**config.mk**
```make
export PLATFORM = sky130hd
export DESIGN_NAME = greedy_best_first_path_walk_unit
export DESIGN_NICKNAME = d
export VERILOG_FILES = /design/src/rtl/gbfs_pkg.sv /design/src/rtl/gbfs_dp.sv /design/src/rtl/gbfs_ctrl.sv /design/src/rtl/greedy_best_first_path_walk_unit.sv
export SDC_FILE = /design/constraint.sdc
export NUM_CORES = 1
export LEC_CHECK = 0
export BUFFER_PORTS_ARGS = -buffer_cell sky130_fd_sc_hd__buf_2
export CAP_MARGIN = 40
export CORE_UTILIZATION = 25
export CTS_CLUSTER_DIAMETER = 150
export DETAILED_ROUTE_END_ITERATION = 8
export PLACE_DENSITY_LB_ADDON = 0.08
export SYNTH_ARGS = -nofsm -noshare
export SYNTH_HDL_FRONTEND = slang
export SYNTH_SLANG_ARGS = --single-unit
```
**constraint.sdc**
```tcl
create_clock -name i_clk -period 16.4 [get_ports i_clk]
set_clock_uncertainty 0.15 [all_clocks]
set_input_delay 1.64 -clock i_clk [delete_from_list [all_inputs] [get_ports i_clk]]
set_output_delay 1.64 -clock i_clk [all_outputs]
set_load 0.01 [all_outputs]
```
**src/rtl/gbfs_pkg.sv**
```systemverilog
// shared constants and controller/datapath link types for the path walk unit
`timescale 1ns / 1ps
`default_nettype none

package gbfs_pkg;

    localparam int NODES     = 8;
    localparam int MAX_NODES = 8;
    localparam int NODE_W    = 3;
    localparam int HEUR_W    = 8;
    localparam int CFG_W     = 64;
    localparam int CFG_IDX_W = 1;
    localparam int IN_DATA_W = 8;
    localparam int OUT_DATA_W = 8;

    localparam logic [CFG_IDX_W-1:0] REG_ADJACENCY  = 1'b0;
    localparam logic [CFG_IDX_W-1:0] REG_HEURISTICS = 1'b1;

    typedef struct packed {
        logic load;
        logic emit;
    } t_dp_cmd;

    typedef struct packed {
        logic last;
    } t_dp_sts;

endpackage

`default_nettype wire

```
**src/rtl/gbfs_dp.sv**
```systemverilog
// datapath: config registers, walk state, neighbour search and output payload
`timescale 1ns / 1ps
`default_nettype none

module gbfs_dp
    import gbfs_pkg::*;
(
    input  wire logic                  i_clk,
    input  wire logic                  i_rst_n,
    input  wire logic                  i_cfg_valid,
    input  wire logic [CFG_IDX_W-1:0]  i_cfg_index,
    input  wire logic [CFG_W-1:0]      i_cfg_data,
    input  wire logic [NODE_W-1:0]     i_start_node,
    input  wire logic [NODE_W-1:0]     i_goal_node,
    input  wire t_dp_cmd               i_cmd,
    output t_dp_sts                    o_sts,
    output logic [NODE_W-1:0]          o_node,
    output logic                       o_last,
    output logic                       o_dead_end
);

    logic [CFG_W-1:0]     r_adj;
    logic [CFG_W-1:0]     r_heur;
    logic [NODE_W-1:0]    r_cur;
    logic [NODE_W-1:0]    r_goal;
    logic [MAX_NODES-1:0] r_visited;
    logic [NODE_W-1:0]    r_count;
    logic [NODE_W-1:0]    r_out_node;
    logic                 r_out_last;
    logic                 r_out_dead;

    logic [MAX_NODES-1:0] w_row;
    logic [NODE_W-1:0]    w_best;
    logic [HEUR_W-1:0]    w_best_h;
    logic                 w_found;
    logic                 w_last;
    logic                 w_dead;

    // neighbour search: least heuristic, strict compare keeps lowest index on ties
    always_comb begin
        w_row    = r_adj[{r_cur, 3'b000} +: MAX_NODES];
        w_best   = '0;
        w_best_h = '0;
        w_found  = 1'b0;
        for (int i = 0; i < NODES; i++) begin
            if (w_row[i] && !r_visited[i]) begin
                if (!w_found || (r_heur[i*HEUR_W +: HEUR_W] < w_best_h)) begin
                    w_best   = NODE_W'(i);
                    w_best_h = r_heur[i*HEUR_W +: HEUR_W];
                    w_found  = 1'b1;
                end
            end
        end
    end

    assign w_last = (r_cur == r_goal) || !w_found || (r_count == NODE_W'(MAX_NODES - 1));
    assign w_dead = w_last && (r_cur != r_goal);

    always_ff @(posedge i_clk) begin
        if (!i_rst_n) begin
            r_adj  <= '0;
            r_heur <= '0;
        end else if (i_cfg_valid) begin
            unique case (i_cfg_index)
                REG_ADJACENCY:  r_adj  <= i_cfg_data;
                REG_HEURISTICS: r_heur <= i_cfg_data;
                default: ;
            endcase
        end
    end

    always_ff @(posedge i_clk) begin
        if (i_cmd.load) begin
            r_cur     <= i_start_node;
            r_goal    <= i_goal_node;
            r_visited <= MAX_NODES'(1) << i_start_node;
            r_count   <= '0;
        end else if (i_cmd.emit) begin
            r_out_node <= r_cur;
            r_out_last <= w_last;
            r_out_dead <= w_dead;
            if (!w_last) begin
                r_cur     <= w_best;
                r_visited <= r_visited | (MAX_NODES'(1) << w_best);
                r_count   <= r_count + NODE_W'(1);
            end
        end
    end

    assign o_sts.last = w_last;
    assign o_node     = r_out_node;
    assign o_last     = r_out_last;
    assign o_dead_end = r_out_dead;

endmodule

`default_nettype wire

```
**src/rtl/gbfs_ctrl.sv**
```systemverilog
// controller: run sequencing and output word valid
`timescale 1ns / 1ps
`default_nettype none

module gbfs_ctrl
    import gbfs_pkg::*;
(
    input  wire logic    i_clk,
    input  wire logic    i_rst_n,
    input  wire logic    i_in_valid,
    output logic         o_in_ready,
    output logic         o_out_valid,
    input  wire logic    i_out_ready,
    output t_dp_cmd      o_cmd,
    input  wire t_dp_sts i_sts
);

    typedef enum logic {ST_IDLE, ST_RUN} t_state;

    t_state r_state;
    logic   r_out_valid;
    logic   w_out_free;

    assign w_out_free   = !r_out_valid || i_out_ready;
    // no word is taken while reset is held
    assign o_in_ready   = i_rst_n && (r_state == ST_IDLE);
    assign o_cmd.load   = i_in_valid && o_in_ready;
    assign o_cmd.emit   = (r_state == ST_RUN) && w_out_free;
    assign o_out_valid  = r_out_valid;

    always_ff @(posedge i_clk) begin
        if (!i_rst_n) begin
            r_state     <= ST_IDLE;
            r_out_valid <= 1'b0;
        end else begin
            unique case (r_state)
                ST_IDLE: begin
                    if (i_in_valid) begin
                        r_state <= ST_RUN;
                    end
                    if (i_out_ready) begin
                        r_out_valid <= 1'b0;
                    end
                end
                ST_RUN: begin
                    if (w_out_free) begin
                        r_out_valid <= 1'b1;
                        if (i_sts.last) begin
                            r_state <= ST_IDLE;
                        end
                    end
                end
                default: r_state <= ST_IDLE;
            endcase
        end
    end

    a_load_starts_run: assert property (@(posedge i_clk) disable iff (!i_rst_n)
        o_cmd.load |=> (r_state == ST_RUN))
        else $error("accepted word did not start a run");

    a_no_load_and_emit: assert property (@(posedge i_clk) disable iff (!i_rst_n)
        !(o_cmd.load && o_cmd.emit))
        else $error("load and emit in the same cycle");

    a_last_ends_run: assert property (@(posedge i_clk) disable iff (!i_rst_n)
        (o_cmd.emit && i_sts.last) |=> (r_state == ST_IDLE) && r_out_valid)
        else $error("final word did not end the run");

    a_emit_fills_output: assert property (@(posedge i_clk) disable iff (!i_rst_n)
        (o_cmd.emit && !i_sts.last) |=> (r_state == ST_RUN) && r_out_valid)
        else $error("emitted word lost mid-run");

endmodule

`default_nettype wire

```
**src/rtl/greedy_best_first_path_walk_unit.sv**
```systemverilog
// the first path word is emitted into the output register after the request word loads the walk state
// throughput: one path word per cycle while the output is taken; the input side is held
// for the whole run, which visits at most 8 nodes, with one neighbour search a hop
// the final word may wait in the output register while the next request is accepted
// reset: synchronous active low, clears adjacency and heuristics to zero and idles
// top level: greedy best-first path walk over an eight-node graph
`timescale 1ns / 1ps
`default_nettype none

module greedy_best_first_path_walk_unit
    import gbfs_pkg::*;
(
    input  wire logic                  i_clk,
    input  wire logic                  i_rst_n,
    input  wire logic                  i_cfg_valid,
    output logic                       o_cfg_ready,
    input  wire logic [CFG_IDX_W-1:0]  i_cfg_index,
    input  wire logic [CFG_W-1:0]      i_cfg_data,
    input  wire logic                  s_axis_tvalid,
    output logic                       s_axis_tready,
    input  wire logic [IN_DATA_W-1:0]  s_axis_tdata,   // start_node[2:0], goal_node[5:3]
    output logic                       m_axis_tvalid,
    input  wire logic                  m_axis_tready,
    output logic [OUT_DATA_W-1:0]      m_axis_tdata,   // node[2:0]
    output logic                       m_axis_tlast,
    output logic                       m_axis_tuser    // dead_end[0]
);

    t_dp_cmd           w_cmd;
    t_dp_sts           w_sts;
    logic [NODE_W-1:0] w_node;

    assign o_cfg_ready = i_rst_n;

    gbfs_ctrl u_ctrl (
        .i_clk       (i_clk),
        .i_rst_n     (i_rst_n),
        .i_in_valid  (s_axis_tvalid),
        .o_in_ready  (s_axis_tready),
        .o_out_valid (m_axis_tvalid),
        .i_out_ready (m_axis_tready),
        .o_cmd       (w_cmd),
        .i_sts       (w_sts)
    );

    gbfs_dp u_dp (
        .i_clk        (i_clk),
        .i_rst_n      (i_rst_n),
        .i_cfg_valid  (i_cfg_valid),
        .i_cfg_index  (i_cfg_index),
        .i_cfg_data   (i_cfg_data),
        .i_start_node (s_axis_tdata[NODE_W-1:0]),
        .i_goal_node  (s_axis_tdata[2*NODE_W-1:NODE_W]),
        .i_cmd        (w_cmd),
        .o_sts        (w_sts),
        .o_node       (w_node),
        .o_last       (m_axis_tlast),
        .o_dead_end   (m_axis_tuser)
    );

    assign m_axis_tdata = {{(OUT_DATA_W-NODE_W){1'b0}}, w_node};

endmodule

`default_nettype wire
```
==> impl_metrics.prom, run 1 <==
# TYPE chip_impl_metric gauge
chip_impl_metric{name="first_iter_violations",unit=""} 478
chip_impl_metric{name="synth_top_area_share",unit="%"} 30.12
chip_impl_metric{name="power_leakage",unit="nW"} 3.874
chip_impl_metric{name="finish.net_count",unit=""} 1219
chip_impl_metric{name="start_util",unit="%"} 25.53
chip_impl_info{name="synth-main-ff-cell",value="sky130_fd_sc_hd__dfxtp_1"} 1
chip_impl_metric{name="rr_worst_depth",unit=""} 62
chip_impl_metric{name="htree_num_levels",unit=""} 4
chip_impl_metric{name="timing.hold.ws",unit="ps"} 315.9
chip_impl_metric{name="critPathRequiredTime",unit="ps"} 16430
chip_impl_metric{name="overflow_after_grt",unit=""} 0
chip_impl_metric{name="routability_congestion",unit=""} 0.8372
chip_impl_metric{name="cp_data_arrival_time",unit="ps"} 15250
chip_impl_info{name="rsz0062_at_grt",value="false"} 1
chip_impl_info{name="holdCritPathClass",value="flop to flop"} 1
chip_impl_info{name="hold_path_startpoint",value="u_dp.r_adj[25]"} 1
chip_impl_metric{name="grt_start_max_net_pins",unit=""} 74
chip_impl_metric{name="cap_viol_max_count",unit=""} 0
chip_impl_metric{name="ir_drop",unit="mV"} 0.07430
chip_impl_metric{name="fraction_of_the_mapped_netlist_area_in_compound_gates",unit="%"} 25.32
chip_impl_info{name="netlist.top_cell.by_area",value="sky130_fd_sc_hd__dfxtp_1"} 1
chip_impl_metric{name="slowest_delay",unit="ps"} 640
chip_impl_metric{name="floorplan.rows",unit=""} 68
chip_impl_metric{name="fp.dieW",unit="um"} 190.0
chip_impl_metric{name="global_route.usage.total",unit="%"} 16.94
chip_impl_metric{name="fmaxAchievable",unit="MHz"} 65.70
chip_impl_metric{name="drt_first_pass_iters",unit=""} 5
chip_impl_metric{name="fin_crit",unit="ps"} 15220
chip_impl_metric{name="place.port_buffers",unit=""} 83
chip_impl_metric{name="hold_path_stages",unit=""} 2
chip_impl_metric{name="synth_xor_xnor_area_share",unit="%"} 0.3963
chip_impl_info{name="timing.setup.critical_path_class",value="flop to flop"} 1
chip_impl_metric{name="cts.path.max_buffers",unit=""} 2
chip_impl_metric{name="setup.reg_to_reg.worst_slack",unit="ps"} 1180
chip_impl_metric{name="die_y",unit="um"} 190.0
chip_impl_metric{name="post_route_cells_drive_above_1_share",unit="%"} 17.23
chip_impl_metric{name="fp.coreArea",unit="um^2"} 34630
chip_impl_metric{name="drv_slew",unit=""} 0
chip_impl_info{name="cp-start-kind",value="flop"} 1
chip_impl_metric{name="worst_skew_pair.late_latency",unit="ps"} 450
chip_impl_metric{name="yosysSeqAreaShare",unit="%"} 36.57
chip_impl_info{name="reg2reg_to",value="u_dp.r_visited[3]"} 1
chip_impl_metric{name="syn_area",unit="um^2"} 8840
chip_impl_metric{name="synthCells",unit=""} 1038
chip_impl_metric{name="dpl_cell_area",unit="um^2"} 9633
chip_impl_metric{name="vias",unit=""} 7446
chip_impl_info{name="cts_root_buf",value="sky130_fd_sc_hd__clkbuf_16"} 1
chip_impl_metric{name="grt_pass1_wl",unit="um"} 45170
chip_impl_metric{name="tritoncts.num_buffers",unit=""} 17
chip_impl_metric{name="slew_at_the_pin_closest_to_its_max_slew_limit",unit="ps"} 807.7
chip_impl_info{name="startpoint",value="u_dp.r_cur[1]"} 1
chip_impl_metric{name="post_synth.cell_area_avg",unit="um^2"} 8.516
chip_impl_metric{name="p_per_area",unit="nW/um^2"} 102.3
chip_impl_metric{name="final_number_of_setup_violating_endpoints",unit=""} 0
chip_impl_metric{name="clkSinkCount",unit=""} 152
chip_impl_metric{name="ios",unit=""} 91
chip_impl_metric{name="finalCoreUtilization",unit="%"} 29.58
chip_impl_info{name="cts_tree",value="done"} 1
chip_impl_metric{name="count_of_yosys_warnings_during_synthesis",unit=""} 0
chip_impl_metric{name="route.detailed.drc",unit=""} 0
chip_impl_metric{name="postSynthRegisterBits",unit=""} 152
chip_impl_metric{name="totalPowerFinal",unit="mW"} 1.048
chip_impl_info{name="cp_slowest_cell",value="sky130_fd_sc_hd__edfxtp_1"} 1
chip_impl_info{name="holdPathEnd",value="u_dp.r_adj[25]"} 1
chip_impl_metric{name="vias_per_cell",unit=""} 4.776
chip_impl_metric{name="post_synth_and_or_nand_nor_area_fraction",unit="%"} 18.50
chip_impl_metric{name="worst_setup_hold_path_clk_slew",unit="ps"} 80
chip_impl_metric{name="relSlewSlack",unit="%"} 45.95
chip_impl_metric{name="critical_path_peak_fanout",unit=""} 19
chip_impl_metric{name="synthAdderAreaFrac",unit="%"} 7.219
chip_impl_metric{name="area_growth_syn_to_layout",unit="%"} 15.87
chip_impl_info{name="status",value="finished, final reports clean"} 1
chip_impl_info{name="synth_top_family_by_area",value="compound AO/OA/AOI/OAI gates"} 1
chip_impl_info{name="synthTopCellsByArea",value="sky130_fd_sc_hd__dfxtp_1, sky130_fd_sc_hd__nand2_1, sky130_fd_sc_hd__a21boi_0"} 1
chip_impl_metric{name="route.detailed.wl_per_inst",unit="um"} 19.10
chip_impl_metric{name="fp.dieArea",unit="um^2"} 36120
chip_impl_info{name="mostFrequentLayoutCell",value="sky130_fd_sc_hd__nand2_1"} 1
chip_impl_metric{name="synthMuxAreaShare",unit="%"} 6.582
chip_impl_metric{name="place.detailed.hpwl",unit="um"} 22050
chip_impl_metric{name="final_hold_viol_count",unit=""} 0
chip_impl_info{name="layout_common_cells",value="sky130_fd_sc_hd__nand2_1, sky130_fd_sc_hd__a21boi_0, sky130_fd_sc_hd__dfxtp_1"} 1
chip_impl_info{name="crit_end_element",value="flop"} 1
chip_impl_metric{name="setup_tns",unit="ps"} 0
chip_impl_metric{name="post-route-period-util",unit="%"} 92.80
chip_impl_metric{name="grt_pass1_vias",unit=""} 7202
chip_impl_metric{name="design_area",unit="um^2"} 10240
chip_impl_metric{name="synth-edff-count",unit=""} 19
chip_impl_metric{name="routed_wirelength",unit="um"} 29780
chip_impl_metric{name="synth-async-reset-ratio",unit="%"} 0
chip_impl_metric{name="ant_nets",unit=""} 0
chip_impl_metric{name="synth_cell_types",unit=""} 70
chip_impl_info{name="r2r_start",value="u_dp.r_cur[1]"} 1
chip_impl_metric{name="grt_antenna_before_repair",unit=""} 0
-- cell type report --
class | instances | area (um^2)
sequential | 152 | 3233
timing repair buffer | 96 | 515.5
clock inverter | 15 | 162.7
antenna | 1 | 2.502
inverter | 41 | 153.9
tap | 455 | 569.3
multi-input combinational | 782 | 5180
fill | 3764 | 24390
clock buffer | 17 | 425.4
-- through the flow --
| stage | setup slack, ps | std cells |
|---|---|---|
| floorplan | 3148 | 1042 |
| global placement | 649.4 | 1526 |
| detailed placement | 546.7 | 1526 |
| CTS | 493.7 | 1558 |
| global route | 92.49 | 1558 |
| finish | 1180 | 1559 |
-- state kept, by name, indices dropped and copies added, names as in the netlist --
register            count
u_dp.r_cur              3
u_ctrl.o_out_valid      1
u_dp.r_adj             64
u_dp.r_goal             3
u_dp.o_dead_end         1
u_dp.r_count            3
u_dp.r_visited          8
u_dp.o_node             3
u_dp.o_last             1
u_dp.r_heur            64
u_ctrl.r_state          1
-- where the power goes --
part | internal [mW] | leakage (nW) | switching (mW)
clock | 0.216 | 0.281 | 0.190
combinational | 0.0861 | 2.33 | 0.131
sequential | 0.403 | 1.27 | 0.0217
total | 0.705 | 3.87 | 0.342
-- synthesized netlist by cell type, types with 10 or more instances --
master                     count
sky130_fd_sc_hd__o21ai_0      20
sky130_fd_sc_hd__dfxtp_1     133
sky130_fd_sc_hd__nor2_1       35
sky130_fd_sc_hd__mux4_2       16
sky130_fd_sc_hd__a21o_1       24
sky130_fd_sc_hd__inv_1        41
sky130_fd_sc_hd__a21oi_1      30
sky130_fd_sc_hd__clkbuf_1     41
sky130_fd_sc_hd__edfxtp_1     19
sky130_fd_sc_hd__a31oi_1      12
sky130_fd_sc_hd__mux2i_1      12
sky130_fd_sc_hd__a21boi_0    137
sky130_fd_sc_hd__ha_1         51
sky130_fd_sc_hd__o21a_1       12
sky130_fd_sc_hd__nand2b_1     11
sky130_fd_sc_hd__nand2_1     279
sky130_fd_sc_hd__buf_4        10
-- worst max-delay path, delay by kind of cell (launching register included) --
family,cells,cell delay (ps)
AOI/OAI and AO/OA,36,8010
muxes,2,950
buffers and inverters,4,450
DFF,1,640
and+or+nand+nor,13,2810
adders and majority gates,7,1920
-- timing repair --
action,in CTS,in global routing
setup buffers,0,0
endpoints found under the setup margin,0,11
gates resized for setup,0,7
hold buffers,0,0
-- worst max path at each step --
stage,slack [ps],depth (start not counted),to
after floorplan,3150,66,u_dp.r_visited[5]
after global placement,650,60,u_dp.r_visited[3]
after detailed placement,550,64,u_dp.r_visited[3]
after CTS,490,64,u_dp.r_visited[3]
after global routing,90,62,u_dp.r_visited[3]
final,1180,62,u_dp.r_visited[3]
-- cells by family after synthesis --
family	count (synthesis)
buf+inv	108
other cells	1
flops	152
simple gates	384
xor+xnor	4
fa+ha+maj	51
mux	36
compound gates	302
-- metal layers --
layer  routed length [um]  vias to the layer above  GRT usage [%]
met1                15320                     3585          24.19
met4                  437                        0          5.273
met5                    0                        -              0
li1                     -                     3735              -
met3                  714                       20          2.177
met2                13310                      106          26.25
(Power assumes the default switching activity.)
==> inputs of run 2 (changes only) <==
--- a/config.mk
+++ b/config.mk
@@ -7,6 +7,8 @@
 export LEC_CHECK = 0
 export BUFFER_PORTS_ARGS = -buffer_cell sky130_fd_sc_hd__buf_2
 export CAP_MARGIN = 40
+export CELL_PAD_IN_SITES_DETAIL_PLACEMENT = 1
+export CELL_PAD_IN_SITES_GLOBAL_PLACEMENT = 1
 export CORE_UTILIZATION = 25
 export CTS_CLUSTER_DIAMETER = 150
 export DETAILED_ROUTE_END_ITERATION = 8
==> impl_metrics.prom, run 2 (synthesis results as in run 1) <==
# TYPE chip_impl_metric gauge
chip_impl_info{name="status",value="finished, final reports clean"} 1
chip_impl_metric{name="internal_power",unit="mW"} 0.7123
chip_impl_info{name="cts_tree",value="done"} 1
chip_impl_info{name="rsz0062_at_grt",value="false"} 1
chip_impl_info{name="cp-start-kind",value="flop"} 1
chip_impl_metric{name="power_leakage",unit="nW"} 3.917
chip_impl_info{name="startpoint",value="u_dp.r_cur[1]"} 1
chip_impl_metric{name="tritoncts.num_buffers",unit=""} 17
chip_impl_metric{name="grt_pass1_vias",unit=""} 7609
chip_impl_info{name="timing.setup.critical_path_class",value="flop to flop"} 1
chip_impl_metric{name="first_iter_violations",unit=""} 304
chip_impl_metric{name="fillCellCount",unit=""} 4107
chip_impl_metric{name="p_per_area",unit="nW/um^2"} 101.4
chip_impl_metric{name="met2WireLength",unit="um"} 14040
chip_impl_metric{name="post_route_cells_drive_above_1_share",unit="%"} 17.39
chip_impl_metric{name="critPathRequiredTime",unit="ps"} 16510
chip_impl_metric{name="fmaxAchievable",unit="MHz"} 66.63
chip_impl_metric{name="drt_first_pass_iters",unit=""} 4
chip_impl_info{name="r2r_start",value="u_dp.r_cur[1]"} 1
chip_impl_metric{name="htree_num_levels",unit=""} 4
chip_impl_metric{name="fp.coreArea",unit="um^2"} 34630
chip_impl_info{name="topRoutingLayerUsed",value="met4"} 1
chip_impl_metric{name="route.detailed.drc",unit=""} 0
chip_impl_metric{name="sequential_cell_area",unit="um^2"} 3233
chip_impl_metric{name="ir_drop",unit="mV"} 0.07443
chip_impl_metric{name="detail_route.wirelength.met1",unit="um"} 16560
chip_impl_metric{name="setup.reg_to_reg.worst_slack",unit="ps"} 1390
chip_impl_metric{name="slew_at_the_pin_closest_to_its_max_slew_limit",unit="ps"} 815.1
chip_impl_metric{name="rr_worst_depth",unit=""} 65
chip_impl_info{name="crit_end_element",value="flop"} 1
chip_impl_metric{name="instances_no_fill",unit=""} 1566
chip_impl_metric{name="global_route.usage.total",unit="%"} 18.09
chip_impl_metric{name="final_number_of_setup_violating_endpoints",unit=""} 0
chip_impl_metric{name="cp.buffers_inverters",unit=""} 7
chip_impl_info{name="layout_common_cells",value="sky130_fd_sc_hd__nand2_1, sky130_fd_sc_hd__a21boi_0, sky130_fd_sc_hd__dfxtp_1"} 1
chip_impl_metric{name="ios",unit=""} 91
chip_impl_metric{name="place.detailed.hpwl",unit="um"} 23820
chip_impl_info{name="timing.critical_path.max_delay_family",value="compound AO/OA/AOI/OAI gates"} 1
chip_impl_metric{name="worst_skew_pair.late_latency",unit="ps"} 450
chip_impl_metric{name="finalCoreUtilization",unit="%"} 29.76
chip_impl_metric{name="place.detailed.instances",unit=""} 1532
chip_impl_metric{name="routed_wirelength",unit="um"} 31580
chip_impl_metric{name="combined_area_of_the_multi_input_logic_cells",unit="um^2"} 5175
chip_impl_metric{name="power.sequential.fraction",unit="%"} 40.7
chip_impl_metric{name="post-route-period-util",unit="%"} 91.52
chip_impl_info{name="cts_root_buf",value="sky130_fd_sc_hd__clkbuf_16"} 1
chip_impl_metric{name="floorplan.rows",unit=""} 68
chip_impl_metric{name="worst_setup_hold_path_clk_slew",unit="ps"} 60
chip_impl_metric{name="grt_start_max_net_pins",unit=""} 77
chip_impl_metric{name="critical_path_peak_fanout",unit=""} 16
chip_impl_metric{name="ant_nets",unit=""} 0
chip_impl_metric{name="timing.hold.ws",unit="ps"} 314.9
chip_impl_metric{name="routability_congestion",unit=""} 0.7818
chip_impl_metric{name="fin_crit",unit="ps"} 15010
chip_impl_metric{name="power.switching",unit="mW"} 0.3321
chip_impl_metric{name="relSlewSlack",unit="%"} 45.46
chip_impl_metric{name="grt_antenna_before_repair",unit=""} 1
chip_impl_metric{name="slowest_delay",unit="ps"} 560
chip_impl_metric{name="setup_tns",unit="ps"} 0
chip_impl_metric{name="cts.path.max_buffers",unit=""} 2
chip_impl_metric{name="route.detailed.wl_per_inst",unit="um"} 20.17
chip_impl_metric{name="start_util",unit="%"} 25.53
chip_impl_metric{name="final_hold_viol_count",unit=""} 0
chip_impl_metric{name="cap_viol_max_count",unit=""} 0
chip_impl_metric{name="timing.critical_path.depth",unit=""} 65
chip_impl_metric{name="place.port_buffers",unit=""} 83
chip_impl_metric{name="grt_pass1_wl",unit="um"} 47990
chip_impl_metric{name="overflow_after_grt",unit=""} 0
chip_impl_info{name="holdCritPathClass",value="flop to flop"} 1
chip_impl_metric{name="finish.net_count",unit=""} 1227
chip_impl_metric{name="area_growth_syn_to_layout",unit="%"} 16.57
chip_impl_info{name="mostFrequentLayoutCell",value="sky130_fd_sc_hd__nand2_1"} 1
chip_impl_metric{name="fp.dieArea",unit="um^2"} 36120
chip_impl_metric{name="clkSinkCount",unit=""} 152
chip_impl_info{name="cp_slowest_cell",value="sky130_fd_sc_hd__a2111oi_1"} 1
chip_impl_metric{name="vias_per_cell",unit=""} 4.817
chip_impl_info{name="reg2reg_to",value="u_dp.r_visited[3]"} 1
chip_impl_info{name="layout_top_registers",value="u_dp.r_adj: 64 flops, u_dp.r_heur: 64 flops, u_dp.r_visited: 8 flops"} 1
chip_impl_metric{name="vias",unit=""} 7544
chip_impl_metric{name="pwr-share-comb",unit="%"} 21.6
chip_impl_info{name="timing.critical_path.to",value="u_dp.r_visited[3]"} 1
chip_impl_metric{name="cp_data_arrival_time",unit="ps"} 15120
chip_impl_metric{name="p_clk_share",unit="%"} 37.8
chip_impl_metric{name="drv_slew",unit=""} 0
chip_impl_metric{name="met3_length",unit="um"} 693
chip_impl_metric{name="die_y",unit="um"} 190.0
chip_impl_metric{name="fp.dieW",unit="um"} 190.0
chip_impl_metric{name="swShare",unit="%"} 31.80
[run 2: cell count changes in the layout (fill, tap and decap cells not counted), moves of 2 or more]
| cell | before | now |
|---|---|---|
| sky130_fd_sc_hd__buf_4 | 14 | 20 |
| sky130_fd_sc_hd__o21a_2 | 2 | 0 |
| sky130_fd_sc_hd__inv_8 | 4 | 1 |
| sky130_fd_sc_hd__o21a_1 | 10 | 12 |
| sky130_fd_sc_hd__clkbuf_8 | 0 | 2 |
| sky130_fd_sc_hd__buf_12 | 0 | 2 |
[run 2: worst min-delay path by stage]
stage	startpoint	to	slack, ps	cells past startpoint
after floorplan	u_dp.r_cur[0]	u_dp.o_node[0]	270	0
after global placement	u_dp.r_adj[46]	u_dp.r_adj[46]	300	2
after detailed placement	u_dp.r_adj[53]	u_dp.r_adj[53]	310	2
after CTS	u_dp.r_adj[53]	u_dp.r_adj[53]	320	2
after global routing	u_dp.r_adj[26]	u_dp.r_adj[26]	340	2
final	u_dp.r_adj[7]	u_dp.r_adj[7]	310	2
[run 2: metal layers]
metal / GRT usage [%] / vias up
met5: 0 / -
met4: 4.746 / 0
met3: 2.509 / 13
met2: 28.00 / 78
met1: 26.08 / 3700
li1: - / 3753
[run 2: stage by stage]
stage	setup slack [ps]	area (um^2)	total power, mW
2_1_floorplan	3148	8855	0.5771
3_3_place_gp	850.6	9696	0.6572
3_5_place_dp	920.1	9696	0.6582
4_1_cts	804.3	10270	1.060
5_1_grt	109.6	10300	1.099
6_report	1391	10300	1.044
[run 2: power by group through the flow]
stage	Combinational (mW)	Clock [mW]	Sequential, mW
2_1_floorplan	0.154	0	0.423
3_3_place_gp	0.223	0	0.434
3_5_place_dp	0.224	0	0.434
4_1_cts	0.225	0.409	0.426
5_1_grt	0.252	0.420	0.428
6_report	0.225	0.394	0.425
[run 2: timing repair]
action / CTS / global route
setup endpoints to repair: 0 / 11
hold buffers: 0 / 0
gates resized for setup: 0 / 3
buffers inserted: 0 / 2
[run 2: area by class of cell]
cell class | count | area share [%]
Clock buffer | 20 | 4.432
Timing Repair Buffer | 104 | 5.828
Inverter | 41 | 1.493
Antenna cell | 1 | 0.02428
Clock inverter | 11 | 1.105
Multi-Input combinational cell | 782 | 50.22
Tap cell | 455 | 5.525
Sequential cell | 152 | 31.37
[run 2: worst register-to-register path: cells and delay by family, from the launching register on]
family	cells	cell delay (ps)
buf+inv	7	960
flops	1	390
mux	2	930
compound gates	35	7950
simple gates	14	2540
fa+ha+maj	7	1890
